--- src/rtl/rfc_pkg.sv ---
// Shared types, character codes and constants of the RPN float stack calculator.
`timescale 1ns / 1ps

package rfc_pkg;

    localparam int DEFAULT_STACK_DEPTH = 8;
    localparam int CMD_FIFO_DEPTH      = 4;

    localparam logic [7:0] CH_0     = 8'h30;
    localparam logic [7:0] CH_9     = 8'h39;
    localparam logic [7:0] CH_MINUS = 8'h2D;
    localparam logic [7:0] CH_PLUS  = 8'h2B;
    localparam logic [7:0] CH_STAR  = 8'h2A;
    localparam logic [7:0] CH_SLASH = 8'h2F;
    localparam logic [7:0] CH_NEG   = 8'h6E;
    localparam logic [7:0] CH_PRINT = 8'h70;
    localparam logic [7:0] CH_DUP   = 8'h64;
    localparam logic [7:0] CH_CLEAR = 8'h63;
    localparam logic [7:0] CH_QUIT  = 8'h71;

    localparam logic [31:0] FLOAT_QNAN = 32'h7FC0_0000;

    typedef enum logic [3:0] {
        OP_PUSH  = 4'd0,
        OP_ADD   = 4'd1,
        OP_SUB   = 4'd2,
        OP_MUL   = 4'd3,
        OP_DIV   = 4'd4,
        OP_NEG   = 4'd5,
        OP_DUP   = 4'd6,
        OP_PRINT = 4'd7,
        OP_CLEAR = 4'd8
    } op_t;

    typedef struct packed {
        op_t         op;
        logic [31:0] value;
    } cmd_t;

    typedef struct packed {
        logic v0;
        cmd_t d0;
        logic v1;
        cmd_t d1;
    } cmd_push_t;

endpackage

--- src/rtl/rfc_front.sv ---
// Character front end: builds numbers and turns each character into stack commands.
`timescale 1ns / 1ps

module rfc_front
(
    input  logic                clk,
    input  logic                rst_n,
    input  logic                s_axis_tvalid,
    output logic                s_axis_tready,
    input  logic [7:0]          s_axis_tdata,   // char_code
    input  logic                room2,
    output rfc_pkg::cmd_push_t  push
);

    logic        active_reg, active_next;
    logic        negative_reg, negative_next;
    logic        minus_reg, minus_next;
    logic        halted_reg, halted_next;
    logic [31:0] acc_reg, acc_next;

    logic          accept;
    logic          is_digit;
    logic [7:0]    digit_val;
    logic          cont;
    logic          emit_a, emit_b;
    rfc_pkg::cmd_t cmd_a, cmd_b;

    assign s_axis_tready = halted_reg | room2;
    assign accept        = s_axis_tvalid & s_axis_tready;
    assign is_digit      = (s_axis_tdata >= rfc_pkg::CH_0) && (s_axis_tdata <= rfc_pkg::CH_9);
    assign digit_val     = s_axis_tdata - rfc_pkg::CH_0;

    always_comb
    begin
        active_next   = active_reg;
        negative_next = negative_reg;
        minus_next    = minus_reg;
        halted_next   = halted_reg;
        acc_next      = acc_reg;
        emit_a        = 1'b0;
        emit_b        = 1'b0;
        cmd_a         = '{op: rfc_pkg::OP_PUSH, value: 32'd0};
        cmd_b         = '{op: rfc_pkg::OP_PUSH, value: 32'd0};
        cont          = 1'b1;
        if (accept && !halted_reg)
        begin
            if (active_reg)
            begin
                if (is_digit)
                begin
                    acc_next = {acc_reg[28:0], 3'b000} + {acc_reg[30:0], 1'b0}
                               + {28'd0, digit_val[3:0]};
                    cont     = 1'b0;
                end
                else
                begin
                    emit_a        = 1'b1;
                    cmd_a.op      = rfc_pkg::OP_PUSH;
                    cmd_a.value   = negative_reg ? (~acc_reg + 32'd1) : acc_reg;
                    active_next   = 1'b0;
                    negative_next = 1'b0;
                    acc_next      = 32'd0;
                end
            end
            else if (minus_reg)
            begin
                minus_next = 1'b0;
                if (is_digit)
                begin
                    active_next   = 1'b1;
                    negative_next = 1'b1;
                    acc_next      = {28'd0, digit_val[3:0]};
                    cont          = 1'b0;
                end
                else
                begin
                    emit_a   = 1'b1;
                    cmd_a.op = rfc_pkg::OP_SUB;
                end
            end
            if (cont)
            begin
                if (is_digit)
                begin
                    active_next   = 1'b1;
                    negative_next = 1'b0;
                    acc_next      = {28'd0, digit_val[3:0]};
                end
                else
                begin
                    case (s_axis_tdata)
                        rfc_pkg::CH_MINUS: minus_next = 1'b1;
                        rfc_pkg::CH_PLUS:
                        begin
                            emit_b   = 1'b1;
                            cmd_b.op = rfc_pkg::OP_ADD;
                        end
                        rfc_pkg::CH_STAR:
                        begin
                            emit_b   = 1'b1;
                            cmd_b.op = rfc_pkg::OP_MUL;
                        end
                        rfc_pkg::CH_SLASH:
                        begin
                            emit_b   = 1'b1;
                            cmd_b.op = rfc_pkg::OP_DIV;
                        end
                        rfc_pkg::CH_NEG:
                        begin
                            emit_b   = 1'b1;
                            cmd_b.op = rfc_pkg::OP_NEG;
                        end
                        rfc_pkg::CH_DUP:
                        begin
                            emit_b   = 1'b1;
                            cmd_b.op = rfc_pkg::OP_DUP;
                        end
                        rfc_pkg::CH_PRINT:
                        begin
                            emit_b   = 1'b1;
                            cmd_b.op = rfc_pkg::OP_PRINT;
                        end
                        rfc_pkg::CH_CLEAR:
                        begin
                            emit_b   = 1'b1;
                            cmd_b.op = rfc_pkg::OP_CLEAR;
                        end
                        rfc_pkg::CH_QUIT:  halted_next = 1'b1;
                        default:           halted_next = halted_reg;
                    endcase
                end
            end
        end
    end

    always_comb
    begin
        push.v0 = emit_a | emit_b;
        push.d0 = emit_a ? cmd_a : cmd_b;
        push.v1 = emit_a & emit_b;
        push.d1 = cmd_b;
    end

    always_ff @(posedge clk or negedge rst_n)
    begin
        if (!rst_n)
        begin
            active_reg   <= 1'b0;
            negative_reg <= 1'b0;
            minus_reg    <= 1'b0;
            halted_reg   <= 1'b0;
            acc_reg      <= 32'd0;
        end
        else
        begin
            active_reg   <= active_next;
            negative_reg <= negative_next;
            minus_reg    <= minus_next;
            halted_reg   <= halted_next;
            acc_reg      <= acc_next;
        end
    end

endmodule

--- src/rtl/rfc_cmd_fifo.sv ---
// Short command queue between the front end and the stack engine, taking up to two commands a cycle.
`timescale 1ns / 1ps

module rfc_cmd_fifo
(
    input  logic               clk,
    input  logic               rst_n,
    input  rfc_pkg::cmd_push_t push,
    output logic               room2,
    input  logic               pop,
    output logic               not_empty,
    output rfc_pkg::cmd_t      head
);

    localparam int DEPTH = rfc_pkg::CMD_FIFO_DEPTH;
    localparam int PTR_W = $clog2(DEPTH);
    localparam int CNT_W = $clog2(DEPTH + 1);

    rfc_pkg::cmd_t entries [DEPTH];

    logic [PTR_W-1:0] wr_ptr_reg, wr_ptr_next;
    logic [PTR_W-1:0] rd_ptr_reg, rd_ptr_next;
    logic [CNT_W-1:0] count_reg, count_next;
    logic [PTR_W-1:0] wr_ptr_plus1;

    assign wr_ptr_plus1 = wr_ptr_reg + PTR_W'(1);
    assign room2        = (count_reg <= CNT_W'(DEPTH - 2));
    assign not_empty    = (count_reg != '0);
    assign head         = entries[rd_ptr_reg];

    always_comb
    begin
        wr_ptr_next = wr_ptr_reg + PTR_W'(push.v0) + PTR_W'(push.v1);
        rd_ptr_next = rd_ptr_reg + PTR_W'(pop);
        count_next  = count_reg + CNT_W'(push.v0) + CNT_W'(push.v1) - CNT_W'(pop);
    end

    always_ff @(posedge clk)
    begin
        if (push.v0)
        begin
            entries[wr_ptr_reg] <= push.d0;
        end
        if (push.v1)
        begin
            entries[wr_ptr_plus1] <= push.d1;
        end
    end

    always_ff @(posedge clk or negedge rst_n)
    begin
        if (!rst_n)
        begin
            wr_ptr_reg <= '0;
            rd_ptr_reg <= '0;
            count_reg  <= '0;
        end
        else
        begin
            wr_ptr_reg <= wr_ptr_next;
            rd_ptr_reg <= rd_ptr_next;
            count_reg  <= count_next;
        end
    end

endmodule

--- src/rtl/rfc_back.sv ---
// Stack engine: value stack memory and an iterative single-precision arithmetic sequencer.
`timescale 1ns / 1ps

module rfc_back
#(
    parameter int STACK_DEPTH = rfc_pkg::DEFAULT_STACK_DEPTH
)
(
    input  logic          clk,
    input  logic          rst_n,
    input  logic          cmd_valid,
    input  rfc_pkg::cmd_t cmd,
    output logic          cmd_pop,
    output logic          m_axis_tvalid,
    input  logic          m_axis_tready,
    output logic [39:0]   m_axis_tdata    // print_value, stack_fault
);

    localparam int IDX_W = $clog2(STACK_DEPTH);
    localparam int CNT_W = $clog2(STACK_DEPTH + 1);

    typedef enum logic [14:0] {
        S_IDLE  = 15'b000000000000001,
        S_RDB   = 15'b000000000000010,
        S_SPEC  = 15'b000000000000100,
        S_ADD   = 15'b000000000001000,
        S_PREN  = 15'b000000000010000,
        S_MUL   = 15'b000000000100000,
        S_MULF  = 15'b000000001000000,
        S_DIVI  = 15'b000000010000000,
        S_DIV   = 15'b000000100000000,
        S_CVT   = 15'b000001000000000,
        S_NORM  = 15'b000010000000000,
        S_WRITE = 15'b000100000000000,
        S_NEG   = 15'b001000000000000,
        S_DUP   = 15'b010000000000000,
        S_PRINT = 15'b100000000000000
    } state_t;

    function automatic logic [23:0] mant_of(input logic [31:0] f);
        return {f[30:23] != 8'd0, f[22:0]};
    endfunction

    function automatic logic signed [10:0] exp_of(input logic [31:0] f);
        return (f[30:23] == 8'd0) ? 11'sd1 : $signed({3'b000, f[30:23]});
    endfunction

    function automatic logic [31:0] to_int(input logic [31:0] f);
        logic [7:0]  e;
        logic [31:0] m32;
        logic [31:0] mag;
        e   = f[30:23];
        m32 = {8'd0, 1'b1, f[22:0]};
        mag = (e >= 8'd150) ? (m32 << (e - 8'd150)) : (m32 >> (8'd150 - e));
        if (e == 8'hFF && f[22:0] != 23'd0)
        begin
            return 32'd0;
        end
        else if (e >= 8'd158)
        begin
            return f[31] ? 32'h8000_0000 : 32'h7FFF_FFFF;
        end
        else if (e < 8'd127)
        begin
            return 32'd0;
        end
        return f[31] ? (~mag + 32'd1) : mag;
    endfunction

    logic [31:0] value_mem [STACK_DEPTH];

    state_t              state_reg, state_next;
    logic [CNT_W-1:0]    count_reg, count_next;
    logic                fault_reg, fault_next;
    rfc_pkg::op_t        op_reg, op_next;
    logic [31:0]         rd_data_reg;
    logic [31:0]         b_reg, b_next;
    logic                sign_reg, sign_next;
    logic                eff_sub_reg, eff_sub_next;
    logic                zero_plus_reg, zero_plus_next;
    logic signed [10:0]  ea_reg, ea_next, eb_reg, eb_next, e_reg, e_next;
    logic [23:0]         ma_reg, ma_next, mb_reg, mb_next;
    logic [27:0]         m_reg, m_next;
    logic [47:0]         prod_reg, prod_next;
    logic [25:0]         rem_reg, rem_next, quo_reg, quo_next;
    logic [4:0]          iter_reg, iter_next;
    logic [31:0]         cvt_reg, cvt_next;
    logic [31:0]         res_reg, res_next;
    logic                out_valid_reg, out_valid_next;
    logic [31:0]         out_value_reg, out_value_next;
    logic                out_fault_reg, out_fault_next;

    logic                mem_we, mem_re;
    logic [IDX_W-1:0]    mem_waddr, mem_raddr;
    logic [31:0]         mem_wdata;
    logic [CNT_W-1:0]    cnt_m1, cnt_m2;
    logic                stack_full;

    logic [31:0]         fa, fb;
    logic                sa, sbe, sbm;
    logic                a_nan, b_nan, a_inf, b_inf, a_zero, b_zero, a_big;
    logic signed [10:0]  diff;
    logic [4:0]          shamt;
    logic [63:0]         ext;
    logic [26:0]         aligned;
    logic                div_ge;
    logic [25:0]         div_rem;
    logic [24:0]         rnd_sum;
    logic                rnd_up;
    logic signed [10:0]  rnd_e;

    assign cnt_m1       = count_reg - CNT_W'(1);
    assign cnt_m2       = count_reg - CNT_W'(2);
    assign stack_full   = (count_reg == CNT_W'(STACK_DEPTH));
    assign m_axis_tvalid = out_valid_reg;
    assign m_axis_tdata  = {7'd0, out_fault_reg, out_value_reg};

    assign fa     = rd_data_reg;
    assign fb     = b_reg;
    assign sa     = fa[31];
    assign sbm    = fb[31];
    assign sbe    = fb[31] ^ (op_reg == rfc_pkg::OP_SUB);
    assign a_nan  = (fa[30:23] == 8'hFF) && (fa[22:0] != 23'd0);
    assign b_nan  = (fb[30:23] == 8'hFF) && (fb[22:0] != 23'd0);
    assign a_inf  = (fa[30:23] == 8'hFF) && (fa[22:0] == 23'd0);
    assign b_inf  = (fb[30:23] == 8'hFF) && (fb[22:0] == 23'd0);
    assign a_zero = (fa[30:0] == 31'd0);
    assign b_zero = (fb[30:0] == 31'd0);
    assign a_big  = (fa[30:0] >= fb[30:0]);

    assign diff    = ea_reg - eb_reg;
    assign shamt   = (diff > 11'sd31) ? 5'd31 : diff[4:0];
    assign ext     = {mb_reg, 3'b000, 37'd0} >> shamt;
    assign aligned = {ext[63:38], ext[37] | (|ext[36:0])};

    assign div_ge  = (rem_reg >= {2'b00, mb_reg});
    assign div_rem = div_ge ? (rem_reg - {2'b00, mb_reg}) : rem_reg;

    assign rnd_up  = m_reg[2] & (m_reg[1] | m_reg[0] | m_reg[3]);
    assign rnd_sum = {1'b0, m_reg[26:3]} + {24'd0, rnd_up};
    assign rnd_e   = e_reg + $signed({10'd0, rnd_sum[24]});

    always_comb
    begin
        state_next     = state_reg;
        count_next     = count_reg;
        fault_next     = fault_reg;
        op_next        = op_reg;
        b_next         = b_reg;
        sign_next      = sign_reg;
        eff_sub_next   = eff_sub_reg;
        zero_plus_next = zero_plus_reg;
        ea_next        = ea_reg;
        eb_next        = eb_reg;
        e_next         = e_reg;
        ma_next        = ma_reg;
        mb_next        = mb_reg;
        m_next         = m_reg;
        prod_next      = prod_reg;
        rem_next       = rem_reg;
        quo_next       = quo_reg;
        iter_next      = iter_reg;
        cvt_next       = cvt_reg;
        res_next       = res_reg;
        out_valid_next = out_valid_reg & ~m_axis_tready;
        out_value_next = out_value_reg;
        out_fault_next = out_fault_reg;
        cmd_pop        = 1'b0;
        mem_we         = 1'b0;
        mem_re         = 1'b0;
        mem_waddr      = count_reg[IDX_W-1:0];
        mem_raddr      = cnt_m1[IDX_W-1:0];
        mem_wdata      = res_reg;

        case (state_reg)
            S_IDLE:
            begin
                if (cmd_valid)
                begin
                    cmd_pop = 1'b1;
                    op_next = cmd.op;
                    case (cmd.op)
                        rfc_pkg::OP_PUSH:
                        begin
                            if (stack_full)
                            begin
                                fault_next = 1'b1;
                            end
                            else if (cmd.value == 32'd0)
                            begin
                                res_next   = 32'd0;
                                state_next = S_WRITE;
                            end
                            else
                            begin
                                sign_next  = cmd.value[31];
                                cvt_next   = cmd.value[31] ? (~cmd.value + 32'd1) : cmd.value;
                                e_next     = 11'sd158;
                                state_next = S_CVT;
                            end
                        end
                        rfc_pkg::OP_ADD, rfc_pkg::OP_SUB, rfc_pkg::OP_MUL, rfc_pkg::OP_DIV:
                        begin
                            if (count_reg < CNT_W'(2))
                            begin
                                fault_next = 1'b1;
                            end
                            else
                            begin
                                mem_re     = 1'b1;
                                state_next = S_RDB;
                            end
                        end
                        rfc_pkg::OP_NEG:
                        begin
                            if (count_reg == '0)
                            begin
                                fault_next = 1'b1;
                            end
                            else
                            begin
                                mem_re     = 1'b1;
                                state_next = S_NEG;
                            end
                        end
                        rfc_pkg::OP_DUP:
                        begin
                            if (count_reg == '0)
                            begin
                                state_next = S_IDLE;
                            end
                            else if (stack_full)
                            begin
                                fault_next = 1'b1;
                            end
                            else
                            begin
                                mem_re     = 1'b1;
                                state_next = S_DUP;
                            end
                        end
                        rfc_pkg::OP_PRINT:
                        begin
                            if (count_reg != '0)
                            begin
                                mem_re     = 1'b1;
                                state_next = S_PRINT;
                            end
                        end
                        rfc_pkg::OP_CLEAR:
                        begin
                            count_next = '0;
                            fault_next = 1'b0;
                        end
                        default:
                        begin
                            state_next = S_IDLE;
                        end
                    endcase
                end
            end

            S_RDB:
            begin
                b_next     = rd_data_reg;
                mem_re     = 1'b1;
                mem_raddr  = cnt_m2[IDX_W-1:0];
                state_next = S_SPEC;
            end

            S_SPEC:
            begin
                zero_plus_next = 1'b0;
                state_next     = S_WRITE;
                case (op_reg)
                    rfc_pkg::OP_ADD, rfc_pkg::OP_SUB:
                    begin
                        if (a_nan || b_nan)
                        begin
                            res_next = rfc_pkg::FLOAT_QNAN;
                        end
                        else if (a_inf && b_inf)
                        begin
                            res_next = (sa == sbe) ? {sa, 8'hFF, 23'd0} : rfc_pkg::FLOAT_QNAN;
                        end
                        else if (a_inf)
                        begin
                            res_next = {sa, 8'hFF, 23'd0};
                        end
                        else if (b_inf)
                        begin
                            res_next = {sbe, 8'hFF, 23'd0};
                        end
                        else if (a_zero && b_zero)
                        begin
                            res_next = {sa & sbe, 31'd0};
                        end
                        else
                        begin
                            zero_plus_next = 1'b1;
                            eff_sub_next   = sa ^ sbe;
                            sign_next      = a_big ? sa : sbe;
                            ma_next        = a_big ? mant_of(fa) : mant_of(fb);
                            ea_next        = a_big ? exp_of(fa) : exp_of(fb);
                            mb_next        = a_big ? mant_of(fb) : mant_of(fa);
                            eb_next        = a_big ? exp_of(fb) : exp_of(fa);
                            state_next     = S_ADD;
                        end
                    end
                    rfc_pkg::OP_MUL:
                    begin
                        if (a_nan || b_nan || (a_inf && b_zero) || (a_zero && b_inf))
                        begin
                            res_next = rfc_pkg::FLOAT_QNAN;
                        end
                        else if (a_inf || b_inf)
                        begin
                            res_next = {sa ^ sbm, 8'hFF, 23'd0};
                        end
                        else if (a_zero || b_zero)
                        begin
                            res_next = {sa ^ sbm, 31'd0};
                        end
                        else
                        begin
                            sign_next  = sa ^ sbm;
                            ma_next    = mant_of(fa);
                            ea_next    = exp_of(fa);
                            mb_next    = mant_of(fb);
                            eb_next    = exp_of(fb);
                            state_next = S_PREN;
                        end
                    end
                    default:
                    begin
                        if (b_zero)
                        begin
                            res_next = (a_nan || a_zero) ? rfc_pkg::FLOAT_QNAN
                                                         : {sa ^ sbm, 8'hFF, 23'd0};
                        end
                        else if (a_nan || b_nan || (a_inf && b_inf))
                        begin
                            res_next = rfc_pkg::FLOAT_QNAN;
                        end
                        else if (a_inf)
                        begin
                            res_next = {sa ^ sbm, 8'hFF, 23'd0};
                        end
                        else if (b_inf || a_zero)
                        begin
                            res_next = {sa ^ sbm, 31'd0};
                        end
                        else
                        begin
                            sign_next  = sa ^ sbm;
                            ma_next    = mant_of(fa);
                            ea_next    = exp_of(fa);
                            mb_next    = mant_of(fb);
                            eb_next    = exp_of(fb);
                            state_next = S_PREN;
                        end
                    end
                endcase
            end

            S_ADD:
            begin
                m_next     = eff_sub_reg ? ({1'b0, ma_reg, 3'b000} - {1'b0, aligned})
                                         : ({1'b0, ma_reg, 3'b000} + {1'b0, aligned});
                e_next     = ea_reg;
                state_next = S_NORM;
            end

            S_PREN:
            begin
                if (!ma_reg[23])
                begin
                    ma_next = {ma_reg[22:0], 1'b0};
                    ea_next = ea_reg - 11'sd1;
                end
                if (!mb_reg[23])
                begin
                    mb_next = {mb_reg[22:0], 1'b0};
                    eb_next = eb_reg - 11'sd1;
                end
                if (ma_reg[23] && mb_reg[23])
                begin
                    state_next = (op_reg == rfc_pkg::OP_MUL) ? S_MUL : S_DIVI;
                end
            end

            S_MUL:
            begin
                prod_next  = ma_reg * mb_reg;
                e_next     = ea_reg + eb_reg - 11'sd127;
                state_next = S_MULF;
            end

            S_MULF:
            begin
                m_next     = {prod_reg[47:21], |prod_reg[20:0]};
                state_next = S_NORM;
            end

            S_DIVI:
            begin
                if (ma_reg < mb_reg)
                begin
                    rem_next = {1'b0, ma_reg, 1'b0};
                    e_next   = ea_reg - eb_reg + 11'sd126;
                end
                else
                begin
                    rem_next = {2'b00, ma_reg};
                    e_next   = ea_reg - eb_reg + 11'sd127;
                end
                quo_next   = '0;
                iter_next  = 5'd25;
                state_next = S_DIV;
            end

            S_DIV:
            begin
                quo_next  = {quo_reg[24:0], div_ge};
                rem_next  = {div_rem[24:0], 1'b0};
                iter_next = iter_reg - 5'd1;
                if (iter_reg == 5'd0)
                begin
                    m_next     = {1'b0, quo_reg[24:0], div_ge, div_rem != 26'd0};
                    state_next = S_NORM;
                end
            end

            S_CVT:
            begin
                if (cvt_reg[31])
                begin
                    m_next     = {1'b0, cvt_reg[31:6], |cvt_reg[5:0]};
                    state_next = S_NORM;
                end
                else
                begin
                    cvt_next = {cvt_reg[30:0], 1'b0};
                    e_next   = e_reg - 11'sd1;
                end
            end

            S_NORM:
            begin
                if (m_reg[27])
                begin
                    m_next = {1'b0, m_reg[27:2], m_reg[1] | m_reg[0]};
                    e_next = e_reg + 11'sd1;
                end
                else if (e_reg < 11'sd1)
                begin
                    if (e_reg < -11'sd30)
                    begin
                        m_next = {27'd0, |m_reg};
                        e_next = 11'sd1;
                    end
                    else
                    begin
                        m_next = {1'b0, m_reg[27:2], m_reg[1] | m_reg[0]};
                        e_next = e_reg + 11'sd1;
                    end
                end
                else if (!m_reg[26] && (e_reg > 11'sd1) && (m_reg != 28'd0))
                begin
                    m_next = {m_reg[26:0], 1'b0};
                    e_next = e_reg - 11'sd1;
                end
                else
                begin
                    if (m_reg == 28'd0 && zero_plus_reg)
                    begin
                        res_next = 32'd0;
                    end
                    else if (rnd_e >= 11'sd255)
                    begin
                        res_next = {sign_reg, 8'hFF, 23'd0};
                    end
                    else if (rnd_sum[24])
                    begin
                        res_next = {sign_reg, rnd_e[7:0], 23'd0};
                    end
                    else
                    begin
                        res_next = {sign_reg, rnd_sum[23] ? rnd_e[7:0] : 8'd0, rnd_sum[22:0]};
                    end
                    state_next = S_WRITE;
                end
            end

            S_WRITE:
            begin
                mem_we    = 1'b1;
                mem_wdata = res_reg;
                if (op_reg == rfc_pkg::OP_PUSH)
                begin
                    mem_waddr  = count_reg[IDX_W-1:0];
                    count_next = count_reg + CNT_W'(1);
                end
                else
                begin
                    mem_waddr  = cnt_m2[IDX_W-1:0];
                    count_next = cnt_m1;
                end
                state_next = S_IDLE;
            end

            S_NEG:
            begin
                mem_we     = 1'b1;
                mem_waddr  = cnt_m1[IDX_W-1:0];
                mem_wdata  = {~rd_data_reg[31], rd_data_reg[30:0]};
                state_next = S_IDLE;
            end

            S_DUP:
            begin
                mem_we     = 1'b1;
                mem_waddr  = count_reg[IDX_W-1:0];
                mem_wdata  = rd_data_reg;
                count_next = count_reg + CNT_W'(1);
                state_next = S_IDLE;
            end

            S_PRINT:
            begin
                if (!out_valid_reg || m_axis_tready)
                begin
                    out_valid_next = 1'b1;
                    out_value_next = to_int(rd_data_reg);
                    out_fault_next = fault_reg;
                    state_next     = S_IDLE;
                end
            end

            default:
            begin
                state_next = S_IDLE;
            end
        endcase
    end

    always_ff @(posedge clk)
    begin
        if (mem_we)
        begin
            value_mem[mem_waddr] <= mem_wdata;
        end
        if (mem_re)
        begin
            rd_data_reg <= value_mem[mem_raddr];
        end
    end

    always_ff @(posedge clk)
    begin
        b_reg         <= b_next;
        sign_reg      <= sign_next;
        eff_sub_reg   <= eff_sub_next;
        zero_plus_reg <= zero_plus_next;
        ea_reg        <= ea_next;
        eb_reg        <= eb_next;
        e_reg         <= e_next;
        ma_reg        <= ma_next;
        mb_reg        <= mb_next;
        m_reg         <= m_next;
        prod_reg      <= prod_next;
        rem_reg       <= rem_next;
        quo_reg       <= quo_next;
        iter_reg      <= iter_next;
        cvt_reg       <= cvt_next;
        res_reg       <= res_next;
        out_value_reg <= out_value_next;
        out_fault_reg <= out_fault_next;
    end

    always_ff @(posedge clk or negedge rst_n)
    begin
        if (!rst_n)
        begin
            state_reg     <= S_IDLE;
            count_reg     <= '0;
            fault_reg     <= 1'b0;
            op_reg        <= rfc_pkg::OP_PUSH;
            out_valid_reg <= 1'b0;
        end
        else
        begin
            state_reg     <= state_next;
            count_reg     <= count_next;
            fault_reg     <= fault_next;
            op_reg        <= op_next;
            out_valid_reg <= out_valid_next;
        end
    end

    assert property (@(posedge clk) disable iff (!rst_n)
        count_reg <= CNT_W'(STACK_DEPTH))
        else $error("Stack count exceeds the stack depth.");

    assert property (@(posedge clk) disable iff (!rst_n)
        (state_reg == S_WRITE && op_reg != rfc_pkg::OP_PUSH)
        |=> (count_reg == $past(cnt_m1)))
        else $error("An arithmetic result did not leave the stack one entry shorter.");

    assert property (@(posedge clk) disable iff (!rst_n)
        (cmd_pop && cmd.op == rfc_pkg::OP_CLEAR) |=> (count_reg == '0 && !fault_reg))
        else $error("Clear did not empty the stack and drop the fault flag.");

    assert property (@(posedge clk) disable iff (!rst_n)
        (state_reg == S_DIV && iter_reg == 5'd0) |=> (state_reg == S_NORM))
        else $error("Division did not hand over to normalisation after its last step.");

endmodule

--- src/rtl/rpn_float_stack_calculator.sv ---
// Top level of the RPN single-precision stack calculator.
//
// Characters enter on the s_axis channel, one per transfer; results of p leave on
// the m_axis channel. The front end takes a character whenever the command queue has
// room for two commands, so input is stalled only while the stack engine is behind. A
// character becomes zero, one or two commands, written into the queue in the same
// cycle as its transfer. The stack engine runs one command at a time: clear acts as
// it is taken from the queue; negate, duplicate and print read the top entry first;
// a number push shifts out the leading zero bits of its magnitude, then normalises;
// add and subtract align, add and normalise; multiply and divide pre-normalise, then
// multiply or divide and normalise. The divider retires one quotient bit a cycle, the
// normaliser shifts one bit a cycle, and subnormal multiply and divide operands are
// pre-normalised one bit at a time. A print result sits in an output register until
// taken; the engine carries on with later commands and stalls only when a second
// print finds the register full. Reset empties the stack, clears the fault flag and
// the number being built, and leaves the output channel idle. After q every further
// character is taken and ignored until reset.
`timescale 1ns / 1ps

module rpn_float_stack_calculator
#(
    parameter int STACK_DEPTH = rfc_pkg::DEFAULT_STACK_DEPTH
)
(
    input  logic        clk,
    input  logic        rst_n,
    input  logic        s_axis_tvalid,
    output logic        s_axis_tready,
    input  logic [7:0]  s_axis_tdata,   // char_code
    output logic        m_axis_tvalid,
    input  logic        m_axis_tready,
    output logic [39:0] m_axis_tdata    // print_value [31:0], stack_fault [32]
);

    rfc_pkg::cmd_push_t push;
    rfc_pkg::cmd_t      head;
    logic               room2;
    logic               not_empty;
    logic               cmd_pop;

    rfc_front u_front
    (
        .clk           (clk),
        .rst_n         (rst_n),
        .s_axis_tvalid (s_axis_tvalid),
        .s_axis_tready (s_axis_tready),
        .s_axis_tdata  (s_axis_tdata),
        .room2         (room2),
        .push          (push)
    );

    rfc_cmd_fifo u_fifo
    (
        .clk       (clk),
        .rst_n     (rst_n),
        .push      (push),
        .room2     (room2),
        .pop       (cmd_pop),
        .not_empty (not_empty),
        .head      (head)
    );

    rfc_back
    #(
        .STACK_DEPTH (STACK_DEPTH)
    )
    u_back
    (
        .clk           (clk),
        .rst_n         (rst_n),
        .cmd_valid     (not_empty),
        .cmd           (head),
        .cmd_pop       (cmd_pop),
        .m_axis_tvalid (m_axis_tvalid),
        .m_axis_tready (m_axis_tready),
        .m_axis_tdata  (m_axis_tdata)
    );

endmodule
--- config.mk ---
export PLATFORM = sky130hd
export DESIGN_NAME = rpn_float_stack_calculator
export DESIGN_NICKNAME = d
export VERILOG_FILES = /design/src/rtl/rfc_pkg.sv /design/src/rtl/rfc_front.sv /design/src/rtl/rfc_cmd_fifo.sv /design/src/rtl/rfc_back.sv /design/src/rtl/rpn_float_stack_calculator.sv
export SDC_FILE = /design/constraint.sdc
export NUM_CORES = 2
export LEC_CHECK = 0
export ABC_AREA = 1
export BUFFER_PORTS_ARGS = -buffer_cell sky130_fd_sc_hd__buf_2
export CORE_ASPECT_RATIO = 0.8
export CORE_UTILIZATION = 56
export DETAILED_ROUTE_END_ITERATION = 10
export GPL_ROUTABILITY_DRIVEN = 0
export PLACE_DENSITY = 0.72
export SLEW_MARGIN = 40
export SYNTH_ARGS = -nofsm -noshare
export SYNTH_HDL_FRONTEND = slang
export SYNTH_SLANG_ARGS = --single-unit
--- constraint.sdc ---
create_clock -name clk -period 9.8 [get_ports clk]
set_clock_uncertainty 0.05 [all_clocks]
set_input_delay 0 -clock clk [delete_from_list [all_inputs] [get_ports clk]]
set_output_delay 0 -clock clk [all_outputs]
set_load 0.02 [all_outputs]
==> flow_metrics.env <==
export IMPL_synth_distinct_cells=79
export IMPL_tritoncts="yes"
export IMPL_required_ps=10180
export IMPL_coreArea_mm2=0.128
export IMPL_avgSynthCellArea_um2=8.00
export IMPL_grt_pass1_vias=59500
export IMPL_slowest_delay_ps=810
export IMPL_ff2ff_path_depth=44
export IMPL_cts_inserted_buffers=88
export IMPL_synth_top_family_by_area="adder cells"
export IMPL_drt_wl_total_um=233000
export IMPL_finalNetCount=9852
export IMPL_muxShareOfSynthArea=0.00652
export IMPL_fin_crit_ps=8100
export IMPL_chipWidth_um=403
export IMPL_cpMaxStageDelayCell="clkinv_1"
export IMPL_io_buffers=46
export IMPL_async_flop_share=0.0805
export IMPL_antenna_found_initial=5
export IMPL_crit_arrival_ps=8480
export IMPL_worstSetupEndpoint="u_back.m_reg[25]$_DFFE_PP_"
export IMPL_path_clk_slew_ps=70
export IMPL_track_usage=0.352
export IMPL_multiInputGateArea_mm2=0.0411
export IMPL_synth_compound_area_frac=0.134
export IMPL_drc=0
export IMPL_maxCapViolCount=0
export IMPL_ant_nets=0
export IMPL_drt_pass1_iter_count=10
export IMPL_finalSetupViolCount=0
export IMPL_startpoint="u_back.ea_reg[0]$_DFFE_PP_"
export IMPL_synthAdderAreaFrac=0.213
export IMPL_path_class="reg2reg"
export IMPL_grt_pass1_wl_um=352000
export IMPL_fillers=11000
export IMPL_fp_row_count=117
export IMPL_insertion_delay_ps=730
export IMPL_pre_cts_slack_ps=1920
export IMPL_ios=54
export IMPL_ir_drop_v=0.000174
export IMPL_layout_area_overhead_vs_synth_pct=7.88
export IMPL_tns_ps=0
export IMPL_critPathLaunchType="flop"
export IMPL_crit_fanout=34
export IMPL_cts_sink_count=845
export IMPL_htree_levels=3
export IMPL_post_drt_wl_per_cell_um=21.8
export IMPL_synth_edf_count=649
export IMPL_p_per_area_mw_per_mm2=190
export IMPL_p_leak_uw=0.0362
export IMPL_yosys_register_bits=845
export IMPL_seq_area_frac_synth=0.329
export IMPL_grt_max_degree=225
export IMPL_drive_gt1_frac=0.0582
export IMPL_dr_first_iter_drc_count=9253
export IMPL_dp_cells=10500
export IMPL_outcome="finished, final reports clean"
export IMPL_clock_path_buffers=3
export IMPL_end_kind="flop"
export IMPL_setup_slack_ps=1700
export IMPL_cts_root_buf="clkbuf_16"
export IMPL_holdPathStages=7
export IMPL_vias=64600
export IMPL_max_freq_mhz=123
export IMPL_largest_reg_flops=256
export IMPL_overflow=0
export IMPL_dieArea_mm2=0.130
export IMPL_synthSimpleGateAreaFrac=0.191
export IMPL_slew_headroom=0.381
export IMPL_worst_slew_pin_slew_ps=922
export IMPL_viasPerCell=6.03
export IMPL_place_hpwl_um=173000
export IMPL_r2r_end="u_back.m_reg[25]$_DFFE_PP_"
export IMPL_post_cts_resized=0
export IMPL_yosysWarnings=0
export IMPL_fp_dieH_um=323
export IMPL_r2r_setup_slack_ps=1700
export IMPL_netlist_area_mm2=0.0722
export IMPL_rsz0062_at_grt="false"
export IMPL_total_power_uw=14800
export IMPL_synth_xor_area_frac=0.0204
export IMPL_fin_crit_sh=0.827
export IMPL_fin_util=0.611
export IMPL_hold_violations=0
export IMPL_finalMaxSlewViolations=0
export IMPL_syn_inst=9023
export IMPL_area_sequential_mm2=0.0238
export IMPL_r2r_start="u_back.ea_reg[0]$_DFFE_PP_"
export IMPL_hp_class="in2reg"
export IMPL_start_util=0.566
export IMPL_final_cells=10700
export IMPL_synth_main_ff_cell="edfxtp_1"
==> what timing repair did <==
| action | in CTS | in global routing |
|---|---|---|
| setup endpoints to repair | 0 | 0 |
| setup buffers | 0 | 0 |
| hold endpoints to repair | 94 | 0 |
| hold buffers | 21 | 0 |
==> synth_stat cells, types with 79 or more instances <==
cell / n / area share
edfxtp_1: 649 / 0.27
nand2_1: 1987 / 0.10
a21oi_1: 498 / 0.035
fa_1: 491 / 0.14
ha_1: 443 / 0.077
nor2_1: 548 / 0.028
nor3_1: 111 / 0.0077
clkbuf_1: 360 / 0.019
nand3_1: 489 / 0.034
o21ai_0: 681 / 0.047
xor2_1: 130 / 0.016
inv_1: 1549 / 0.081
dfxtp_1: 128 / 0.035
a31oi_1: 79 / 0.0068
==> stage by stage <==
stage / hold WS, ps / cell area [µm²]
after global routing: 116 / 77900
after CTS: 23.1 / 77800
final: 65.1 / 77900
after floorplan: -346 / 72200
after global placement: 177 / 74100
after detailed placement: 33.7 / 74400
==> worst max-delay path, delay by kind of cell (launching register included) <==
kind            cells  cell delay, ps
simple gates       20            2520
compound gates     11            1880
fa+ha+maj           4            1540
buf+inv             9            1420
flops               1             370
==> power breakdown <==
group          switching (µW)  internal (µW)
combinational            4300           1820
sequential                271           4610
clock                    1570           2200
==> routing by layer <==
layer | track usage | vias to the layer above | wire, µm
met2 | 0.480 | 4237 | 91800
met1 | 0.517 | 30500 | 95300
met3 | 0.108 | 603 | 35500
li1 | - | 29200 | -
met5 | 0 | - | 0
met4 | 0.142 | 0 | 10600
==> cell families after synthesis <==
group,after synthesis
xor gates and xnor gates,167
AOI/OAI and AO/OA,1703
DFF,845
adders and majority gates,934
other,1
and+or+nand+nor,3322
buffers and inverters,2008
muxes,43
==> layout by cell type (no fill, tap or decap), types with 129 or more instances in the layout <==
cell and n:
nand2_1 1981, inv_1 1543, o21ai_0 662, edfxtp_1 649, nor2_1 533, fa_1 491
a21oi_1 490, nand3_1 488, ha_1 443, buf_4 138, xor2_1 129
==> final cells by class <==
class | instances | area share
well taps | 1725 | 0.0277
repair buffers | 221 | 0.0220
clock inverters | 68 | 0.0121
inverters | 1574 | 0.0759
diodes | 1 | 0.0000321
clock buffers | 97 | 0.0288
multi-input cells | 6176 | 0.528
flip-flops and latches | 845 | 0.305
==> worst min path at each step <==
stage,start,end,slack [ps]
5_1_grt,s_axis_tdata[5],u_fifo.entries[1][35]$_DFFE_PP_,120
3_5_place_dp,rst_n,u_back.count_reg[0]$_DFFE_PN0P_,30
2_1_floorplan,rst_n,u_back.count_reg[0]$_DFFE_PN0P_,-350
6_report,s_axis_tdata[5],u_fifo.entries[1][35]$_DFFE_PP_,70
4_1_cts,s_axis_tdata[5],u_fifo.entries[1][35]$_DFFE_PP_,20
3_3_place_gp,rst_n,u_back.m_axis_tvalid$_DFF_PN0_,180
Power figures use the tool's default switching activity.
